File: src/alts_pkg.sv
// Shared types and constants for the LRU tag store.
package alts_pkg;

  // Fixed field widths of the request and result channels.
  localparam int CMD_W  = 2;
  localparam int KEY_W  = 64;
  localparam int SLOT_W = 4;

  // Command codes carried on the request channel.
  typedef enum logic [CMD_W-1:0] {
    CMD_LOOKUP = 2'd0,
    CMD_TOUCH  = 2'd1,
    CMD_INSERT = 2'd2,
    CMD_RSVD   = 2'd3
  } cmd_t;

  // Write controls from the sequencer to the entry store.
  typedef struct packed {
    logic wr_en;  // write the recency rank of one entry
    logic fill;   // also write the key and set the valid bit
  } store_ctl_t;

endpackage

File: src/alts_if.sv
// Request and result channel interfaces of the LRU tag store.
interface alts_req_if;
  import alts_pkg::*;
  logic              valid;
  logic              ready;
  logic [CMD_W-1:0]  cmd;
  logic [KEY_W-1:0]  key;
  logic [SLOT_W-1:0] slot;

  modport source (output valid, output cmd, output key, output slot, input ready);
  modport sink (input valid, input cmd, input key, input slot, output ready);
endinterface

interface alts_rsp_if;
  import alts_pkg::*;
  logic              valid;
  logic              ready;
  logic              found;
  logic [SLOT_W-1:0] slot_out;
  logic              replaced;

  modport source (output valid, output found, output slot_out, output replaced, input ready);
  modport sink (input valid, input found, input slot_out, input replaced, output ready);
endinterface

File: src/alts_store.sv
// Entry store: key and recency memories with valid and rank-written flags.
module alts_store
  import alts_pkg::*;
#(
  parameter int ENTRIES  = 16,
  parameter int KEY_BITS = 64,
  localparam int IDX_W   = $clog2(ENTRIES)
) (
  input  logic                clk,
  input  logic                rst,
  input  logic [IDX_W-1:0]    rd_addr,
  input  store_ctl_t          ctl,
  input  logic [IDX_W-1:0]    wr_addr,
  input  logic [KEY_BITS-1:0] wr_key,
  input  logic [IDX_W-1:0]    wr_rank,
  output logic [KEY_BITS-1:0] rd_key,
  output logic [IDX_W-1:0]    rd_rank,
  output logic                rd_valid
);

  logic [KEY_BITS-1:0] key_mem [ENTRIES];
  logic [IDX_W-1:0]    rank_mem [ENTRIES];
  logic [IDX_W-1:0]    rank_q;
  logic [IDX_W-1:0]    rd_addr_q;
  logic [ENTRIES-1:0]  valid_bits;
  logic [ENTRIES-1:0]  rank_written;

  // Key memory: one write port, registered read.
  always_ff @(posedge clk) begin
    if (ctl.wr_en && ctl.fill) begin
      key_mem[wr_addr] <= wr_key;
    end
    rd_key <= key_mem[rd_addr];
  end

  // Rank memory: one write port, registered read.
  always_ff @(posedge clk) begin
    if (ctl.wr_en) begin
      rank_mem[wr_addr] <= wr_rank;
    end
    rank_q    <= rank_mem[rd_addr];
    rd_addr_q <= rd_addr;
  end

  // Per-entry flags; an entry whose rank was never written has rank equal to its index.
  always_ff @(posedge clk) begin
    if (rst) begin
      valid_bits   <= '0;
      rank_written <= '0;
    end else if (ctl.wr_en) begin
      rank_written[wr_addr] <= 1'b1;
      if (ctl.fill) begin
        valid_bits[wr_addr] <= 1'b1;
      end
    end
  end

  assign rd_rank  = rank_written[rd_addr_q] ? rank_q : rd_addr_q;
  assign rd_valid = valid_bits[rd_addr_q];

endmodule

File: src/alts_ctrl.sv
// Command sequencer: scan pass, rank update pass and result register.
module alts_ctrl
  import alts_pkg::*;
#(
  parameter int ENTRIES  = 16,
  parameter int KEY_BITS = 64,
  localparam int IDX_W   = $clog2(ENTRIES),
  localparam int CNT_W   = $clog2(ENTRIES + 1)
) (
  input  logic                clk,
  input  logic                rst,
  alts_req_if.sink            req,
  alts_rsp_if.source          rsp,
  output logic [IDX_W-1:0]    rd_addr,
  output store_ctl_t          st_ctl,
  output logic [IDX_W-1:0]    wr_addr,
  output logic [KEY_BITS-1:0] wr_key,
  output logic [IDX_W-1:0]    wr_rank,
  input  logic [KEY_BITS-1:0] rd_key,
  input  logic [IDX_W-1:0]    rd_rank,
  input  logic                rd_valid
);

  localparam logic [IDX_W-1:0] RANK_TOP = IDX_W'(ENTRIES - 1);

  typedef enum logic [3:0] {
    ST_IDLE   = 4'b0001,
    ST_SCAN   = 4'b0010,
    ST_UPDATE = 4'b0100,
    ST_DONE   = 4'b1000
  } state_t;

  state_t              state;
  cmd_t                cmd_r;
  logic [KEY_BITS-1:0] key_r;
  logic [SLOT_W-1:0]   slot_r;
  logic [CNT_W-1:0]    cnt;
  logic                pend;
  logic [IDX_W-1:0]    idx_d;
  logic                hit_r;
  logic [IDX_W-1:0]    hit_idx;
  logic                free_r;
  logic [IDX_W-1:0]    free_idx;
  logic [IDX_W-1:0]    free_rank;
  logic [IDX_W-1:0]    lru_idx;
  logic [IDX_W-1:0]    lru_rank;
  logic [IDX_W-1:0]    tgt;
  logic [IDX_W-1:0]    old_rank;
  logic                repl_r;
  logic                out_valid;
  logic                out_found;
  logic [SLOT_W-1:0]   out_slot;
  logic                out_repl;

  logic                issue;
  logic                pass_done;
  logic [8:0]          slot_ext;
  logic                slot_in_range;
  logic [IDX_W-1:0]    upd_rank;

  // Read issue: one entry per cycle, its data comes back in the next cycle.
  assign issue     = (cnt < CNT_W'(ENTRIES));
  assign rd_addr   = cnt[IDX_W-1:0];
  assign pass_done = !issue && !pend;

  // Touch of a slot beyond the table leaves the ranks alone.
  assign slot_ext      = 9'(slot_r);
  assign slot_in_range = (slot_ext < 9'(ENTRIES));

  // New rank: the target becomes most recent, ranks above its old rank move down.
  always_comb begin
    if (idx_d == tgt) begin
      upd_rank = RANK_TOP;
    end else if (rd_rank > old_rank) begin
      upd_rank = rd_rank - 1'b1;
    end else begin
      upd_rank = rd_rank;
    end
  end

  assign st_ctl.wr_en = (state == ST_UPDATE) && pend;
  assign st_ctl.fill  = (state == ST_UPDATE) && pend && (cmd_r == CMD_INSERT) && (idx_d == tgt);
  assign wr_addr      = idx_d;
  assign wr_key       = key_r;
  assign wr_rank      = upd_rank;

  assign req.ready    = (state == ST_IDLE);
  assign rsp.valid    = out_valid;
  assign rsp.found    = out_found;
  assign rsp.slot_out = out_slot;
  assign rsp.replaced = out_repl;

  // Payload and scan bookkeeping.
  always_ff @(posedge clk) begin
    unique case (state)
      ST_IDLE: begin
        cmd_r  <= cmd_t'(req.cmd);
        key_r  <= req.key[KEY_BITS-1:0];
        slot_r <= req.slot;
        tgt    <= IDX_W'(req.slot);
        hit_r  <= 1'b0;
        free_r <= 1'b0;
      end
      ST_SCAN: begin
        if (pend) begin
          // Lookup keeps the lowest matching valid entry.
          if (cmd_r == CMD_LOOKUP && !hit_r && rd_valid && rd_key == key_r) begin
            hit_r   <= 1'b1;
            hit_idx <= idx_d;
          end
          // Touch picks up the old rank of its slot.
          if (cmd_r == CMD_TOUCH && idx_d == tgt) begin
            old_rank <= rd_rank;
          end
          // Insert tracks the lowest free entry and the least recent one.
          if (cmd_r == CMD_INSERT) begin
            if (!rd_valid && !free_r) begin
              free_r    <= 1'b1;
              free_idx  <= idx_d;
              free_rank <= rd_rank;
            end
            if (idx_d == '0 || rd_rank < lru_rank) begin
              lru_idx  <= idx_d;
              lru_rank <= rd_rank;
            end
          end
        end
        if (pass_done && cmd_r == CMD_INSERT) begin
          tgt      <= free_r ? free_idx : lru_idx;
          old_rank <= free_r ? free_rank : lru_rank;
          repl_r   <= !free_r;
        end
      end
      ST_UPDATE: begin
      end
      ST_DONE: begin
        // The result register loads only once a held result has been taken.
        if (!out_valid || rsp.ready) begin
          unique case (cmd_r)
            CMD_LOOKUP: begin
              out_found <= hit_r;
              out_slot  <= hit_r ? SLOT_W'(hit_idx) : '0;
              out_repl  <= 1'b0;
            end
            CMD_TOUCH: begin
              out_found <= 1'b0;
              out_slot  <= slot_r;
              out_repl  <= 1'b0;
            end
            CMD_INSERT: begin
              out_found <= 1'b0;
              out_slot  <= SLOT_W'(tgt);
              out_repl  <= repl_r;
            end
            CMD_RSVD: begin
              out_found <= 1'b0;
              out_slot  <= '0;
              out_repl  <= 1'b0;
            end
            default: begin
              out_found <= 1'b0;
              out_slot  <= '0;
              out_repl  <= 1'b0;
            end
          endcase
        end
      end
      default: begin
      end
    endcase
    idx_d <= rd_addr;
  end

  // Control state machine and result handshake.
  always_ff @(posedge clk) begin
    if (rst) begin
      state     <= ST_IDLE;
      cnt       <= '0;
      pend      <= 1'b0;
      out_valid <= 1'b0;
    end else begin
      if (out_valid && rsp.ready && state != ST_DONE) begin
        out_valid <= 1'b0;
      end
      unique case (state)
        ST_IDLE: begin
          cnt  <= '0;
          pend <= 1'b0;
          if (req.valid) begin
            state <= (cmd_t'(req.cmd) == CMD_RSVD) ? ST_DONE : ST_SCAN;
          end
        end
        ST_SCAN: begin
          pend <= issue;
          if (issue) begin
            cnt <= cnt + 1'b1;
          end
          if (pass_done) begin
            cnt <= '0;
            if (cmd_r == CMD_INSERT || (cmd_r == CMD_TOUCH && slot_in_range)) begin
              state <= ST_UPDATE;
            end else begin
              state <= ST_DONE;
            end
          end
        end
        ST_UPDATE: begin
          pend <= issue;
          if (issue) begin
            cnt <= cnt + 1'b1;
          end
          if (pass_done) begin
            cnt   <= '0;
            state <= ST_DONE;
          end
        end
        ST_DONE: begin
          if (!out_valid || rsp.ready) begin
            out_valid <= 1'b1;
            state     <= ST_IDLE;
          end
        end
        default: begin
          state <= ST_IDLE;
        end
      endcase
    end
  end

endmodule

File: src/assoc_lru_tag_store.sv
// Top level of the fully associative tag store with LRU replacement.
//
//   Channel  Role    Handshake      Payload
//   req      sink    valid / ready  cmd[1:0], key[63:0], slot[3:0]
//   rsp      source  valid / ready  found, slot_out[3:0], replaced
//
// One request is handled at a time. A lookup runs one scan pass over the entries;
// a touch or insert runs a scan pass and then a rank update pass (a touch of a
// slot beyond the table only the scan pass), and a reserved command goes straight
// to the result. The next request can be accepted in the same cycle as the result
// appears. The key and rank memories are scanned one entry per cycle.
// Reset is synchronous; it clears the valid bits and restores rank order with
// no clearing pass. A result held on rsp stalls only the next completion.
module assoc_lru_tag_store
  import alts_pkg::*;
#(
  parameter int ENTRIES  = 16,
  parameter int KEY_BITS = 64
) (
  input  logic       clk,
  input  logic       rst,
  alts_req_if.sink   req,
  alts_rsp_if.source rsp
);

  localparam int IDX_W = $clog2(ENTRIES);

  logic [IDX_W-1:0]    rd_addr;
  store_ctl_t          st_ctl;
  logic [IDX_W-1:0]    wr_addr;
  logic [KEY_BITS-1:0] wr_key;
  logic [IDX_W-1:0]    wr_rank;
  logic [KEY_BITS-1:0] rd_key;
  logic [IDX_W-1:0]    rd_rank;
  logic                rd_valid;

  // Sequencer.
  alts_ctrl #(
    .ENTRIES  (ENTRIES),
    .KEY_BITS (KEY_BITS)
  ) u_ctrl (
    .clk      (clk),
    .rst      (rst),
    .req      (req),
    .rsp      (rsp),
    .rd_addr  (rd_addr),
    .st_ctl   (st_ctl),
    .wr_addr  (wr_addr),
    .wr_key   (wr_key),
    .wr_rank  (wr_rank),
    .rd_key   (rd_key),
    .rd_rank  (rd_rank),
    .rd_valid (rd_valid)
  );

  // Entry memories.
  alts_store #(
    .ENTRIES  (ENTRIES),
    .KEY_BITS (KEY_BITS)
  ) u_store (
    .clk      (clk),
    .rst      (rst),
    .rd_addr  (rd_addr),
    .ctl      (st_ctl),
    .wr_addr  (wr_addr),
    .wr_key   (wr_key),
    .wr_rank  (wr_rank),
    .rd_key   (rd_key),
    .rd_rank  (rd_rank),
    .rd_valid (rd_valid)
  );

  // A request keeps the block busy in the cycle after it is accepted.
  a_busy_after_accept: assert property (@(posedge clk) disable iff (rst)
    (req.valid && req.ready) |=> !req.ready)
    else $error("request channel ready right after an accepted request");

  // The store is written only while a request is in progress.
  a_write_when_busy: assert property (@(posedge clk) disable iff (rst)
    st_ctl.wr_en |-> !req.ready)
    else $error("store written while idle");

  // A key fill always comes with a rank write.
  a_fill_with_rank: assert property (@(posedge clk) disable iff (rst)
    st_ctl.fill |-> st_ctl.wr_en)
    else $error("key fill without rank write");

  // A new result appears only at the end of a request in progress.
  a_result_from_busy: assert property (@(posedge clk) disable iff (rst)
    $rose(rsp.valid) |-> $past(!req.ready))
    else $error("result raised without a request in progress");

endmodule

File: src/flat_wrapper.sv
// flat-port wrapper written by rule: the top's interface ports become plain ports
module assoc_lru_tag_store_flat import alts_pkg::*;
#(
  parameter int ENTRIES  = 16,
  parameter int KEY_BITS = 64
)
  (clk, rst, req_valid, req_cmd, req_key, req_slot, req_ready, rsp_valid, rsp_found, rsp_slot_out, rsp_replaced, rsp_ready);
  alts_req_if req_i ();
  alts_rsp_if rsp_i ();
  input  logic clk;
  input  logic rst;
  input wire logic [$bits(req_i.valid)-1:0] req_valid;
  input wire logic [$bits(req_i.cmd)-1:0] req_cmd;
  input wire logic [$bits(req_i.key)-1:0] req_key;
  input wire logic [$bits(req_i.slot)-1:0] req_slot;
  output wire logic [$bits(req_i.ready)-1:0] req_ready;
  output wire logic [$bits(rsp_i.valid)-1:0] rsp_valid;
  output wire logic [$bits(rsp_i.found)-1:0] rsp_found;
  output wire logic [$bits(rsp_i.slot_out)-1:0] rsp_slot_out;
  output wire logic [$bits(rsp_i.replaced)-1:0] rsp_replaced;
  input wire logic [$bits(rsp_i.ready)-1:0] rsp_ready;
  assign req_i.valid = req_valid;
  assign req_i.cmd = req_cmd;
  assign req_i.key = req_key;
  assign req_i.slot = req_slot;
  assign req_ready = req_i.ready;
  assign rsp_valid = rsp_i.valid;
  assign rsp_found = rsp_i.found;
  assign rsp_slot_out = rsp_i.slot_out;
  assign rsp_replaced = rsp_i.replaced;
  assign rsp_i.ready = rsp_ready;
  assoc_lru_tag_store #(.ENTRIES(ENTRIES), .KEY_BITS(KEY_BITS)) u_core (.clk(clk), .rst(rst), .req(req_i), .rsp(rsp_i));
endmodule
File: config.mk
export PLATFORM = sky130hd
export DESIGN_NAME = assoc_lru_tag_store_flat
export DESIGN_NICKNAME = d
export VERILOG_FILES = /design/src/alts_pkg.sv /design/src/alts_if.sv /design/src/alts_store.sv /design/src/alts_ctrl.sv /design/src/assoc_lru_tag_store.sv /design/src/flat_wrapper.sv
export SDC_FILE = /design/constraint.sdc
export NUM_CORES = 1
export LEC_CHECK = 0
export ABC_AREA = 1
export BUFFER_PORTS_ARGS = -buffer_cell sky130_fd_sc_hd__buf_2
export CELL_PAD_IN_SITES_DETAIL_PLACEMENT = 0
export CELL_PAD_IN_SITES_GLOBAL_PLACEMENT = 1
export CORE_UTILIZATION = 40
export DETAILED_ROUTE_END_ITERATION = 10
export GPL_TIMING_DRIVEN = 0
export PLACE_DENSITY_LB_ADDON = 0.1
export SKIP_CTS_REPAIR_TIMING = 1
export SYNTH_ARGS = -nofsm -noshare
export SYNTH_HDL_FRONTEND = slang
export SYNTH_HIERARCHICAL = 1
export SYNTH_SLANG_ARGS = --single-unit
File: constraint.sdc
create_clock -name clk -period 5 [get_ports clk]
set_input_delay 0.25 -clock clk [delete_from_list [all_inputs] [get_ports clk]]
set_output_delay 0.25 -clock clk [all_outputs]
set_load 0.01 [all_outputs]
==> flow_summary.yaml <==
run_status:
  status: "finished clean"
synth:
  ys_warn_count: 6
  synth-edff-count: 1195
  synth_nets: 4521
  ys_types: 37
  seq_area_frac_synth: 0.717
  ys_seq_elements: 1314
  ys_async_sr_fraction: 0
  avgSynthCellArea_sq_um: 12.0
  synthesis.area_sq_mm: 0.0534
  synthCells: 4433
  ys.flop_type: "edfxtp_1"
pwr:
  peakVddDrop_mv: 0.340
  cellLeakagePower_nw: 22.7
  intPower_mw: 21.5
  sw_frac_of_total: 0.297
  clkPwrFrac: 0.353
  power_mw: 30.6
  power_switching_mw: 9.08
  p_per_area_mw_per_mm2: 490
  p_comb_frac: 0.142
  seqPwrFrac: 0.505
setup_path:
  slowest_stage: "o211ai_1"
  r2r-start: "u_core/u_store/rd_addr_q[0]$_DFF_P_"
  start_kind: "flop"
  path_common_cell: "nand2_1"
  r2r-end: "u_core/u_store/rank_mem[12][1]$_DFFE_PP_"
  ff2ff_path_depth: 15
  critical_path.max_stage_delay_ns: 0.82
  path_class: "reg2reg"
  critPathMaxFanout: 10
  crit_chain: "buf_4 -> clkbuf_1 -> nand2_1 -> nand3_1 -> nand3_1 -> nand3_1 -> nand2_1 -> nand2_1 -> nand2_1 -> ha_1 -> nand2_1 -> o21ai_0 -> nand2_1 -> o211ai_1 -> buf_6"
  crit_family: "simple AND/OR/NAND/NOR gates"
  r2r_slack_ns: 1.00
  required_ns: 5.63
  crit_buf_inv: 3
  crit_path_end_kind: "flop"
  cp.arrival_ns: 4.63
cells_and_area:
  area_growth_pct: 16.9
  layout_common_cells: "1195 x edfxtp_1, 714 x inv_1, 560 x nand2_1"
  fin_util: 0.473
  finalNonFillerCells: 6651
  seqCellArea_sq_mm: 0.0383
  multi_input_area_sq_mm: 0.0113
  fill_cells: 12021
  final_common_cell: "edfxtp_1"
  final_nets: 4861
  final_area_sq_mm: 0.0624
  drive_gt1_frac: 0.118
grt:
  grt_start_max_net_pins: 46
  grt_pass1_vias: 33098
  antenna_found_initial: 9
  grt.overflow.total: 0
  grt_use_total: 0.235
  grt_pass1_wl_um: 229000
placed_design:
  io_buffers: 81
  dp_cells: 6305
  pre_cts_slack_ns: 1.07
  gp_congestion: 0.779
  dpl_cell_area_sq_mm: 0.0569
  hpwl_um: 106000
clock_network:
  numCtsBuffers: 148
  cts_tree: "yes"
  clock_path_buffers: 3
  cts_root_buffer: "clkbuf_16"
  clkTransAtPathRegs_ns: 0.06
  htree_levels: 4
  clkSinkCount: 1314
  worst_skew_pair.late_latency_ns: 0.79
timing:
  finalClockSkew_ns: 0.0247
  fin_ws_ns: 1.00
  finalCriticalPeriod_ns: 4.00
  setup_viol_count_final: 0
  fmax_ghz: 0.250
  tightest_slew_ns: 1.46
  slew_viol_final: 0
  rsz0062_at_grt: "false"
  relSlewSlack: 0.0255
  fin_crit_sh: 0.799
  worst_hold_slack_ns: 0.178
  tns_ns: 0
  hold_viol: 0
drt:
  dr.pass1.iters: 5
  vias_per_cell: 5.14
  drt-initial-drc-count: 2715
  postRouteAntennaNets: 0
  routed-via-count: 34208
  drt-total-wl_um: 159000
  route.detailed.drc: 0
  routedWlPerCell_um: 23.9
floorplan:
  start_util: 0.405
  num_io_pins: 82
  die_h_um: 367
  die_x_um: 367
  die-area_sq_mm: 0.135
  num_rows: 133
  coreArea_sq_mm: 0.132
hold_path:
  min_from: "req_key[20]"
  hold_path.class: "in2reg"
  hold_end: "u_core/u_ctrl/wr_key[20]$_DFFE_PP_"
  hold_depth: 2
job:
  drv_cap: 0
registers in the layout (all words and copies together) (netlist names), 5 cells and up:
signal / count
u_core/u_ctrl/cnt: 5
u_core/u_ctrl/wr_key: 64
u_core/u_store/key_mem: 1024
u_core/u_store/rank_mem: 64
u_core/u_store/rank_written: 16
u_core/u_store/rd_key: 64
u_core/u_store/valid_bits: 16
logic make-up after synthesis:
kind of cell / after synthesis / share of synthesized area
flip-flops: 1314 / 0.717
AND/OR/NAND/NOR: 1192 / 0.0967
buffers and inverters: 969 / 0.0739
AO/OA/AOI/OAI: 911 / 0.104
XOR/XNOR: 33 / 0.00541
adder cells (fa/ha/maj): 14 / 0.00328
metal layers:
layer	vias up	global-route usage	routed length, um
li1	16126	-	-
met1	16891	0.321	70600
met2	918	0.380	74600
met3	271	0.0371	8660
met4	2	0.0830	4980
met5	-	0	13
worst max path at each step:
stage | from | endpoint | slack (ns) | cells after the start
floorplan | u_core/u_ctrl/cmd_r[0]$_DFFE_PP_ | u_core/u_store/key_mem[0][0]$_DFFE_PP_ | 0.49 | 6
global route | u_core/u_store/rd_addr_q[0]$_DFF_P_ | u_core/u_store/rank_mem[6][1]$_DFFE_PP_ | 0.65 | 15
detailed placement | u_core/u_store/rd_addr_q[0]$_DFF_P_ | u_core/u_store/rank_mem[14][1]$_DFFE_PP_ | 1.07 | 15
finish | u_core/u_store/rd_addr_q[0]$_DFF_P_ | u_core/u_store/rank_mem[12][1]$_DFFE_PP_ | 1.00 | 15
global placement | u_core/u_ctrl/wr_addr[3]$_DFF_P_ | u_core/u_store/key_mem[5][33]$_DFFE_PP_ | -3.62 | 5
CTS | u_core/u_store/rd_addr_q[0]$_DFF_P_ | u_core/u_store/rank_mem[12][1]$_DFFE_PP_ | 1.04 | 15
layout make-up:
type,count,area share
flip-flops and latches,1314,0.613
clock buffers,197,0.0643
multi-input cells,2150,0.180
plain buffers,243,0.0196
well taps,1755,0.0352
clock inverters,73,0.0128
inverters,726,0.0440
repair buffers,190,0.0306
diodes,3,0.000120
cell usage after synthesis (5+ instances only):
library cell / number / area share
inv_1: 722 / 0.051
nor2_2: 5 / 0.00059
nor2_1: 132 / 0.0093
dfxtp_1: 119 / 0.045
xnor2_1: 30 / 0.0049
edfxtp_1: 1195 / 0.67
o21ai_0: 298 / 0.028
nand3_1: 465 / 0.044
a21oi_1: 314 / 0.029
o21ba_2: 5 / 0.00094
buf_1: 21 / 0.0015
buf_2: 128 / 0.012
clkbuf_1: 68 / 0.0048
nand4_1: 11 / 0.0013
ha_1: 14 / 0.0033
o211ai_2: 50 / 0.012
nand2_1: 560 / 0.039
buf_6: 13 / 0.0027
o211ai_1: 228 / 0.032
buf_4: 13 / 0.0018
power groups by stage:
stage	Sequential [mW]	Clock, mW	Combinational [mW]
floorplan	14.9	0	2.51
global placement	15.4	0	4.25
detailed placement	15.7	0	4.35
CTS	15.4	11.0	4.37
global route	15.6	11.4	4.78
finish	15.4	10.8	4.35
Note: power is estimated with default switching activity, not from simulation.
